==> src/hw/rtl/cureg_pkg.sv <==
// Shared widths, word map and reset values of the clock-unit register file.
`timescale 1ns / 1ps
`default_nettype none
package cureg_pkg;

   localparam int unsigned DataWidth   = 32;
   localparam int unsigned OffsetWidth = 13;
   localparam int unsigned WordCount   = 63;
   localparam int unsigned AddrWidth   = $clog2(WordCount);

   typedef logic [DataWidth-1:0]   data_type;
   typedef logic [OffsetWidth-1:0] offset_type;
   typedef logic [AddrWidth-1:0]   addr_type;

   localparam logic ActionRead  = 1'b0;
   localparam logic ActionWrite = 1'b1;

   localparam addr_type LockBase   = AddrWidth'(0);
   localparam addr_type PllBase    = AddrWidth'(5);
   localparam addr_type SrcBase    = AddrWidth'(10);
   localparam addr_type MaskBase   = AddrWidth'(17);
   localparam addr_type DivBase    = AddrWidth'(19);
   localparam addr_type GateBase   = AddrWidth'(27);
   localparam addr_type OutputAddr = AddrWidth'(62);

   localparam data_type Src0Reset  = 32'h1000_1111;
   localparam data_type Src6Reset  = 32'h0100_0000;
   localparam data_type Div0Keep   = 32'h7F7F_7777;
   localparam data_type Low16Keep  = 32'h0000_FFFF;
   localparam data_type LockedBit  = 32'h2000_0000;

   function automatic data_type reset_word(input addr_type addr);
      data_type word;
      word = '0;
      unique case (addr)
         PllBase:                        word = 32'hA0C8_0601;
         PllBase + AddrWidth'(1):        word = 32'hA29B_0C01;
         PllBase + AddrWidth'(2):        word = 32'hA060_0602;
         PllBase + AddrWidth'(4):        word = 32'hA06C_0603;
         SrcBase:                        word = Src0Reset;
         SrcBase + AddrWidth'(4):        word = 32'h6666_6666;
         SrcBase + AddrWidth'(5):        word = 32'h0000_0777;
         SrcBase + AddrWidth'(6):        word = Src6Reset;
         DivBase:                        word = 32'h1413_1330;
         default:                        word = '0;
      endcase
      return word;
   endfunction

endpackage
`default_nettype wire

==> src/hw/rtl/cureg_if.sv <==
// Valid/ready channel interfaces for bus accesses and their responses.
`timescale 1ns / 1ps
`default_nettype none
interface cureg_req_if
   import cureg_pkg::*;
();
   logic       valid;
   logic       ready;
   logic       action;
   offset_type offset;
   data_type   write_data;

   modport source (output valid, action, offset, write_data, input ready);
   modport sink (input valid, action, offset, write_data, output ready);
endinterface

interface cureg_rsp_if
   import cureg_pkg::*;
();
   logic     valid;
   logic     ready;
   data_type read_data;
   logic     error;

   modport source (output valid, read_data, error, input ready);
   modport sink (input valid, read_data, error, output ready);
endinterface
`default_nettype wire

==> src/hw/rtl/clock_unit_register_file.sv <==
// Clock-unit register file: decodes bus accesses and keeps the register banks.
//
// The req_chan channel carries one access per transfer: action (0 read,
// 1 write), a byte offset and write data. The rsp_chan channel returns one
// response per access: read data (0 for writes and bad offsets) and error.
// Register words live in a 63-word RAM with a registered read; the source
// select word and the bits behind the mux-status words are held in flops.
// Each RAM word has a valid bit, and a word never written reads as its
// reset value.
// A request is registered in stage 1, then in the response register. A new
// request is taken once the previous one has moved into the response
// register and that register is empty or being taken, so none is taken
// while one is in stage 1, even with ready held high. When the receiver
// stalls, the response holds and no request is taken.
// Synchronous reset clears all valid bits, restores the select word and
// status bits, and empties the pipeline; the block is ready as soon as reset
// is low.
`timescale 1ns / 1ps
`default_nettype none
module clock_unit_register_file
   import cureg_pkg::*;
(
   input wire logic   clock,
   input wire logic   reset,
   cureg_req_if.sink  req_chan,
   cureg_rsp_if.source rsp_chan
);
   typedef enum logic [3:0] {
      RegionLock, RegionPll, RegionSrc, RegionMask, RegionDiv, RegionGate,
      RegionOutput, RegionDivStatus, RegionMux0, RegionMux1, RegionBad
   } region_type;

   region_type region;
   offset_type off;
   data_type   wv;
   logic       accept;
   logic [2:0] idx;
   addr_type   ram_addr;
   logic       ram_wr;
   data_type   ram_wdata;
   data_type   ram_rdata;
   logic       in_ram;
   logic       ok;
   data_type   imm;
   logic [1:0] sel_pos;

   logic [WordCount-1:0] valid_ff, valid_in;
   logic [7:0] src0_ff, src0_in;
   logic [3:0] src2_ff, src2_in;
   logic [2:0] src6_ff, src6_in;

   logic     s1_valid_ff, s1_valid_in;
   logic     s1_ram_ff, s1_ram_in;
   logic     s1_vld_ff, s1_vld_in;
   addr_type s1_addr_ff, s1_addr_in;
   data_type s1_imm_ff, s1_imm_in;
   logic     s1_err_ff, s1_err_in;

   logic     rsp_valid_ff, rsp_valid_in;
   data_type rsp_data_ff, rsp_data_in;
   logic     rsp_err_ff, rsp_err_in;

   function automatic data_type spread_src0(input logic [7:0] sel);
      data_type word;
      word = '0;
      for (int k = 0; k < 8; k++) begin
         word[4*k] = sel[k];
      end
      return word;
   endfunction

   function automatic data_type mux_status0(input logic [7:0] sel);
      data_type word;
      word = '0;
      for (int k = 0; k < 8; k++) begin
         word[4*k +: 2] = sel[k] ? 2'b10 : 2'b01;
      end
      return word;
   endfunction

   function automatic data_type mux_status1(input logic [3:0] s2, input logic [2:0] s6);
      data_type word;
      word = '0;
      word[17:16] = s6[0] ? 2'b10 : 2'b01;
      word[10:8]  = {s6[2], s6[1], s6[1]};
      word[6:4]   = {s2[3], s2[2], s2[2]};
      word[2:0]   = {s2[1], s2[0], s2[0]};
      return word;
   endfunction

   assign off    = req_chan.offset;
   assign wv     = req_chan.write_data;
   assign req_chan.ready = !reset && !s1_valid_ff && (!rsp_valid_ff || rsp_chan.ready);
   assign accept = req_chan.valid && req_chan.ready;

   always_comb begin
      region = RegionBad;
      idx    = '0;
      priority if (off <= 13'h020) begin
         region = RegionLock;
         idx    = off[5:3];
      end else if (off >= 13'h100 && off <= 13'h120) begin
         region = RegionPll;
         idx    = off[5:3];
      end else if (off >= 13'h200 && off <= 13'h218) begin
         region = RegionSrc;
         idx    = off[4:2];
      end else if (off >= 13'h280 && off <= 13'h284) begin
         region = RegionMask;
         idx    = {2'b00, off[2]};
      end else if (off >= 13'h300 && off <= 13'h31C) begin
         region = RegionDiv;
         idx    = off[4:2];
      end else if (off >= 13'h400 && off <= 13'h488) begin
         region = RegionGate;
      end else if (off == 13'h500) begin
         region = RegionOutput;
      end else if (off == 13'h1000 || off == 13'h1004) begin
         region = RegionDivStatus;
      end else if (off == 13'h1100) begin
         region = RegionMux0;
      end else if (off == 13'h1104) begin
         region = RegionMux1;
      end else begin
         region = RegionBad;
      end
   end

   always_comb begin
      ram_addr  = '0;
      in_ram    = 1'b0;
      ok        = 1'b1;
      imm       = '0;
      ram_wr    = 1'b0;
      ram_wdata = wv;
      src0_in   = src0_ff;
      src2_in   = src2_ff;
      src6_in   = src6_ff;
      sel_pos   = (idx == 3'd4) ? 2'd3 : idx[1:0];
      unique case (region)
         RegionLock:   ram_addr = LockBase + AddrWidth'(idx);
         RegionPll:    ram_addr = PllBase + AddrWidth'(idx);
         RegionSrc:    ram_addr = SrcBase + AddrWidth'(idx);
         RegionMask:   ram_addr = MaskBase + AddrWidth'(idx);
         RegionDiv:    ram_addr = DivBase + AddrWidth'(idx);
         RegionGate:   ram_addr = GateBase + AddrWidth'(off[7:2]);
         RegionOutput: ram_addr = OutputAddr;
         default:      ram_addr = '0;
      endcase
      if (req_chan.action == ActionRead) begin
         unique case (region)
            RegionLock, RegionPll, RegionMask, RegionDiv, RegionGate,
            RegionOutput: in_ram = 1'b1;
            RegionSrc: begin
               if (idx == 3'd0) begin
                  imm = spread_src0(src0_ff);
               end else begin
                  in_ram = 1'b1;
               end
            end
            RegionDivStatus: imm = '0;
            RegionMux0:      imm = mux_status0(src0_ff);
            RegionMux1:      imm = mux_status1(src2_ff, src6_ff);
            RegionBad:       ok = 1'b0;
            default:         ok = 1'b0;
         endcase
      end else begin
         unique case (region)
            RegionLock, RegionMask, RegionGate, RegionOutput: ram_wr = 1'b1;
            RegionPll: begin
               ram_wr    = 1'b1;
               ram_wdata = wv | LockedBit;
               if (idx == 3'd3) begin
                  ok = 1'b0;
               end else begin
                  src0_in[sel_pos] = wv[31];
               end
            end
            RegionSrc: begin
               if (idx == 3'd0) begin
                  for (int k = 0; k < 8; k++) begin
                     src0_in[k] = wv[4*k];
                  end
               end else begin
                  ram_wr = 1'b1;
                  if (idx == 3'd5) begin
                     ram_wdata = wv & Low16Keep;
                  end
                  if (idx == 3'd2) begin
                     src2_in = {wv[5], wv[4], wv[1], wv[0]};
                  end
                  if (idx == 3'd6) begin
                     src6_in = {wv[25], wv[24], wv[16]};
                  end
               end
            end
            RegionDiv: begin
               ram_wr = 1'b1;
               if (idx == 3'd0) begin
                  ram_wdata = wv & Div0Keep;
               end else if (idx == 3'd5) begin
                  ram_wdata = wv & Low16Keep;
               end
            end
            RegionDivStatus, RegionMux0, RegionMux1, RegionBad: ok = 1'b0;
            default: ok = 1'b0;
         endcase
      end
   end

   cureg_ram #(
      .Width(DataWidth),
      .Depth(WordCount)
   ) u_ram (
      .clock  (clock),
      .wr_en  (accept && ram_wr),
      .addr   (ram_addr),
      .wr_data(ram_wdata),
      .rd_data(ram_rdata)
   );

   always_comb begin
      valid_in = valid_ff;
      if (accept && ram_wr) begin
         valid_in[ram_addr] = 1'b1;
      end
      s1_valid_in = accept;
      s1_ram_in   = in_ram;
      s1_vld_in   = valid_ff[ram_addr];
      s1_addr_in  = ram_addr;
      s1_imm_in   = imm;
      s1_err_in   = !ok;

      rsp_valid_in = rsp_valid_ff && !rsp_chan.ready;
      rsp_data_in  = rsp_data_ff;
      rsp_err_in   = rsp_err_ff;
      if (s1_valid_ff) begin
         rsp_valid_in = 1'b1;
         rsp_err_in   = s1_err_ff;
         if (s1_ram_ff) begin
            rsp_data_in = s1_vld_ff ? ram_rdata : reset_word(s1_addr_ff);
         end else begin
            rsp_data_in = s1_imm_ff;
         end
      end
   end

   always_ff @(posedge clock) begin
      if (reset) begin
         valid_ff     <= '0;
         src0_ff      <= 8'b1000_1111;
         src2_ff      <= '0;
         src6_ff      <= 3'b010;
         s1_valid_ff  <= 1'b0;
         rsp_valid_ff <= 1'b0;
      end else begin
         valid_ff     <= valid_in;
         s1_valid_ff  <= s1_valid_in;
         rsp_valid_ff <= rsp_valid_in;
         if (accept) begin
            src0_ff <= src0_in;
            src2_ff <= src2_in;
            src6_ff <= src6_in;
         end
      end
      if (accept) begin
         s1_ram_ff  <= s1_ram_in;
         s1_vld_ff  <= s1_vld_in;
         s1_addr_ff <= s1_addr_in;
         s1_imm_ff  <= s1_imm_in;
         s1_err_ff  <= s1_err_in;
      end
      rsp_data_ff <= rsp_data_in;
      rsp_err_ff  <= rsp_err_in;
   end

   assign rsp_chan.valid     = rsp_valid_ff;
   assign rsp_chan.read_data = rsp_data_ff;
   assign rsp_chan.error     = rsp_err_ff;
endmodule
`default_nettype wire

==> src/hw/rtl/cureg_ram.sv <==
// Generic single-port RAM with a registered read.
`timescale 1ns / 1ps
`default_nettype none
module cureg_ram #(
   parameter int unsigned Width = 32,
   parameter int unsigned Depth = 64
) (
   input  wire logic                     clock,
   input  wire logic                     wr_en,
   input  wire logic [$clog2(Depth)-1:0] addr,
   input  wire logic [Width-1:0]         wr_data,
   output logic      [Width-1:0]         rd_data
);
   logic [Width-1:0] mem_ff [Depth];
   logic [Width-1:0] rd_data_ff;

   always_ff @(posedge clock) begin
      if (wr_en) begin
         mem_ff[addr] <= wr_data;
      end
      rd_data_ff <= mem_ff[addr];
   end

   assign rd_data = rd_data_ff;
endmodule
`default_nettype wire

==> src/flat_wrapper.sv <==
// flat-port wrapper written by rule: the top's interface ports become plain ports
module clock_unit_register_file_flat import cureg_pkg::*;
  (clock, reset, req_chan_valid, req_chan_action, req_chan_offset, req_chan_write_data, req_chan_ready, rsp_chan_valid, rsp_chan_read_data, rsp_chan_error, rsp_chan_ready);
  cureg_req_if req_chan_i ();
  cureg_rsp_if rsp_chan_i ();
  input wire logic clock;
  input wire logic reset;
  input wire logic [$bits(req_chan_i.valid)-1:0] req_chan_valid;
  input wire logic [$bits(req_chan_i.action)-1:0] req_chan_action;
  input wire logic [$bits(req_chan_i.offset)-1:0] req_chan_offset;
  input wire logic [$bits(req_chan_i.write_data)-1:0] req_chan_write_data;
  output wire logic [$bits(req_chan_i.ready)-1:0] req_chan_ready;
  output wire logic [$bits(rsp_chan_i.valid)-1:0] rsp_chan_valid;
  output wire logic [$bits(rsp_chan_i.read_data)-1:0] rsp_chan_read_data;
  output wire logic [$bits(rsp_chan_i.error)-1:0] rsp_chan_error;
  input wire logic [$bits(rsp_chan_i.ready)-1:0] rsp_chan_ready;
  assign req_chan_i.valid = req_chan_valid;
  assign req_chan_i.action = req_chan_action;
  assign req_chan_i.offset = req_chan_offset;
  assign req_chan_i.write_data = req_chan_write_data;
  assign req_chan_ready = req_chan_i.ready;
  assign rsp_chan_valid = rsp_chan_i.valid;
  assign rsp_chan_read_data = rsp_chan_i.read_data;
  assign rsp_chan_error = rsp_chan_i.error;
  assign rsp_chan_i.ready = rsp_chan_ready;
  clock_unit_register_file u_core (.clock(clock), .reset(reset), .req_chan(req_chan_i), .rsp_chan(rsp_chan_i));
endmodule
==> config.mk <==
export PLATFORM = sky130hd
export DESIGN_NAME = clock_unit_register_file_flat
export DESIGN_NICKNAME = d
export VERILOG_FILES = /design/src/hw/rtl/cureg_pkg.sv /design/src/hw/rtl/cureg_if.sv /design/src/hw/rtl/clock_unit_register_file.sv /design/src/hw/rtl/cureg_ram.sv /design/src/flat_wrapper.sv
export SDC_FILE = /design/constraint.sdc
export NUM_CORES = 2
export LEC_CHECK = 0
export ABC_AREA = 1
export ABC_CLOCK_PERIOD_IN_PS = 8700
export BUFFER_PORTS_ARGS = -buffer_cell sky130_fd_sc_hd__buf_2
export CORE_UTILIZATION = 35
export DETAILED_ROUTE_END_ITERATION = 16
export GPL_TIMING_DRIVEN = 1
export SLEW_MARGIN = 20
export SYNTH_ARGS = -nofsm -noshare
export SYNTH_HDL_FRONTEND = slang
export SYNTH_SLANG_ARGS = --single-unit
==> constraint.sdc <==
create_clock -name clock -period 8.7 [get_ports clock]
set_clock_uncertainty 0.05 [all_clocks]
set_input_delay 0.87 -clock clock [delete_from_list [all_inputs] [get_ports clock]]
set_output_delay 0.87 -clock clock [all_outputs]
set_load 0.005 [all_outputs]
==> metrics <==
status complete, no violations; port buffer count 84; Post-synth EDFFs 2077; die width 516 um; Slew Viols, Final 0; share of cells above drive strength 1 7.26%; vias in the first global route 61400; Avg Inst Size Synth 10.1 um2; largest net degree at the start of global routing 183; Worst R2R End u_core.u_ram.mem_ff[6][7]; post-CTS sizing 0; Nets 9250; simple-gate area share of the yosys netlist 24.9%; vias post-DR 64600; worst setup margin 2.55 ns; critical path endpoint category register; H-tree depth 4; Row Count 188; Core ar. 263000 um2; gr usage total 21.3%; Worst slew margin 23.0%; critical path type input port to register; post-synthesis adder-cell area fraction 0.252%; initial core utilization 35.2%; initial drt markers 8248; worst path required time 9.47 ns; post-layout instance area 104000 um2; Die Area 266000 um2; first-pass GRT wire length 416000 um; # IOs 85; WP data arrival 6.91 ns; Worst Setup Start Kind input port; post-synthesis sequential area ratio 70.3%; Gate Count Post-Synth 9145; Filler Cell Count 25300; largest family of logic cells by synthesized area simple AND/OR/NAND/NOR gates; Top FF cell, synth edfxtp_1; fin crit share 70.7%; maximum VDD drop 0.000236 V; Leak Pwr 42.5 nW; r2r worst-path depth 13; mux cell area share after synthesis 0%; worst hold path type input port to register; Syn Nets 9213; Die H 516 um; CTS tree built; clock share of power 42.4%; final WL 289000 um; WHS Path Cells 4; Combinational Power Share 5.9%; dpl cell area 97100 um2; Final Total Pwr 22.7 mW; final setup violating endpoints 0; Layout area overhead 12.9%; setup slack, reg-to-reg 4.02 ns; Max FO, Critical Path 60; worst reg2reg startpoint u_core.s1_valid_ff; TritonRoute pass-1 iters 7; Switch Pwr 5.26 mW; crit path time final 6.15 ns; Clock Latency Late Sink 0.89 ns; Worst-path clk slew 0.06 ns; Pint 17.4 mW; Compound-Gate Fraction of Synth Area 1.54%; Yosys cell types 41; post-DR vias/cell 5.01; synth warn 0; Pwr Density 217 nW/um2; drc violations 0; Setup Buffers After CTS 0; Mapped Area 92500 um2; grt ovf 0; Place WS 1.78 ns; Post-CTS Hold Buffers 0; clock tree sinks 2211; initial antenna violation count 25; post-synthesis async set-or-reset flop share 0%; max cap viols 0; DP HPWL 162000 um; final setup TNS 0 ns; XOR/XNOR Fraction of Synth Area 0.0379%; Final Hold Vio Count 0; RSZ-0062 raised after global routing false; Max Fclk 163 MHz; Worst Hold Path EP u_core.rsp_chan.valid; clk root buf clkbuf_16; worst-margin pin slew 1.15 ns; WL per Instance 22.4 um; Num CTS Buffers 224; GP Congestion 0.887; hold_sp rsp_chan_ready; Max clock buf depth 3; Switching Share 23.2%; Post-DRT Antenna Nets 0; Seq pwr share 51.7%; synthesized flop and latch total 2211
## worst max-delay path, cell delays in order
cell and delay [ns]:
buf_2 0.12, nor2_2 0.22, nand2_1 0.14, nand2_1 0.09, nor2_1 0.06, nand2_2 0.27, a21oi_1 0.13, a21oi_1 0.37
inv_1 0.25, ha_1 0.34, inv_1 0.04, nand4_1 0.08, nand3_1 0.08, nor2_1 0.21, nand2_4 0.46, inv_8 0.52
buf_4 0.70, buf_4 0.71, nand2_1 0.13, nand2_1 0.10, nand2_1 0.05, nand2_1 0.20, nand2_1 0.22, nand2_1 0.13
nor2_1 0.12, nand2_1 0.10
## metrics by stage
stage | std cells | hold slack (ns) | util (%)
after CTS | 12900 | 0.170 | 39.8
after global routing | 12900 | 0.209 | 39.8
after detailed placement | 12500 | 0.372 | 37.0
after floorplan | 9145 | 0.350 | -
final | 12900 | 0.228 | 39.8
after global placement | 12500 | 0.360 | 37.0
## logic make-up (layout without fill, tap and decap cells)
group	count (synthesis)	count (layout)
and+or+nand+nor	6034	6034
buffers and inverters	628	863
DFF	2211	2211
adders and majority gates	18	18
AOI/OAI and AO/OA	250	250
other	0	3
xor gates and xnor gates	4	4
## cells in the mapped netlist (all sizes together) (2+ instances only)
cell / count / area share [%]
nand3: 93 / 0.54
a22oi: 11 / 0.089
a31oi: 2 / 0.014
o21a: 24 / 0.19
or2: 3 / 0.020
ha: 17 / 0.23
a32o: 7 / 0.076
nand4: 30 / 0.20
o211ai: 4 / 0.032
edfxtp: 2077 / 67
o311ai: 2 / 0.019
xor2: 4 / 0.038
o21ai: 155 / 0.85
nand2: 5517 / 22
dfxtp: 134 / 2.9
nor3: 9 / 0.049
clkbuf: 145 / 0.59
inv: 189 / 0.77
a21oi: 39 / 0.21
o2111ai: 3 / 0.028
buf: 293 / 1.6
nor2: 380 / 1.6
a211oi: 2 / 0.016
## sequential cells by signal, indices dropped and copies added, names as in the netlist, named ones only
register / count
u_core.src0_ff: 8
u_core.u_ram.rd_data: 32
u_core.s1_imm_ff: 19
u_core.rsp_chan.valid: 1
u_core.s1_ram_ff: 1
u_core.src2_ff: 4
u_core.src6_ff: 3
u_core.valid_ff: 63
u_core.rsp_chan.read_data: 32
u_core.s1_err_ff: 1
u_core.s1_vld_ff: 1
u_core.rsp_chan.error: 1
u_core.s1_addr_ff: 6
u_core.u_ram.mem_ff: 2016
u_core.s1_valid_ff: 1
## layout make-up
type | count | area [um2] | area share (%)
antenna | 3 | 7.51 | 0.00719
timing repair buffer | 249 | 1870 | 1.80
multi-input combinational | 6306 | 25000 | 24.0
inverter | 190 | 733 | 0.702
clock inverter | 130 | 1240 | 1.19
clock buffer | 294 | 6050 | 5.80
sequential | 2211 | 65100 | 62.3
tap | 3515 | 4400 | 4.21
## worst max-delay path by stage
stage | from | to | slack [ns]
after floorplan | req_chan_offset[7] | u_core.u_ram.mem_ff[0][23] | 2.93
after global placement | req_chan_offset[11] | u_core.u_ram.rd_data[6] | 1.68
after detailed placement | req_chan_offset[11] | u_core.u_ram.rd_data[6] | 1.78
after CTS | req_chan_offset[11] | u_core.u_ram.rd_data[6] | 2.69
after global routing | req_chan_offset[11] | u_core.u_ram.rd_data[6] | 2.27
final | req_chan_offset[11] | u_core.u_ram.rd_data[6] | 2.55
## per-layer routing
layer | up-vias | GRT usage (%) | routed length [um]
li1 | 29800 | - | -
met1 | 31400 | 28.3 | 116000
met3 | 544 | 3.22 | 24900
met4 | 8 | 9.20 | 13100
met5 | - | 0 | 51
met2 | 2871 | 34.4 | 134000
## power by group through the flow
stage	registers (mW)	logic, mW	clock network, mW
floorplan	11.9	0.737	0
global placement	11.9	1.30	0
detailed placement	11.9	1.31	0
CTS	11.7	1.31	9.70
global route	11.7	1.44	10.1
finish	11.7	1.33	9.61
## cells in the final DEF, fill, tap and decap left out, types with 5 or more instances in the layout
cell type,count
a21oi_1,39
a22oi_1,11
a32o_1,7
buf_12,14
buf_2,84
buf_4,149
bufinv_16,18
clkbuf_1,55
clkbuf_16,227
clkbuf_8,12
clkinv_1,49
clkinv_2,51
dfxtp_1,133
edfxtp_1,2077
ha_1,17
inv_1,161
inv_2,22
nand2_1,5505
nand2_2,7
nand2_4,5
nand3_1,87
nand4_1,30
nor2_1,324
nor2_2,13
nor2_4,42
nor3_1,7
o21a_1,24
o21ai_0,84
o21ai_1,69
Power figures use the tool's default switching activity.
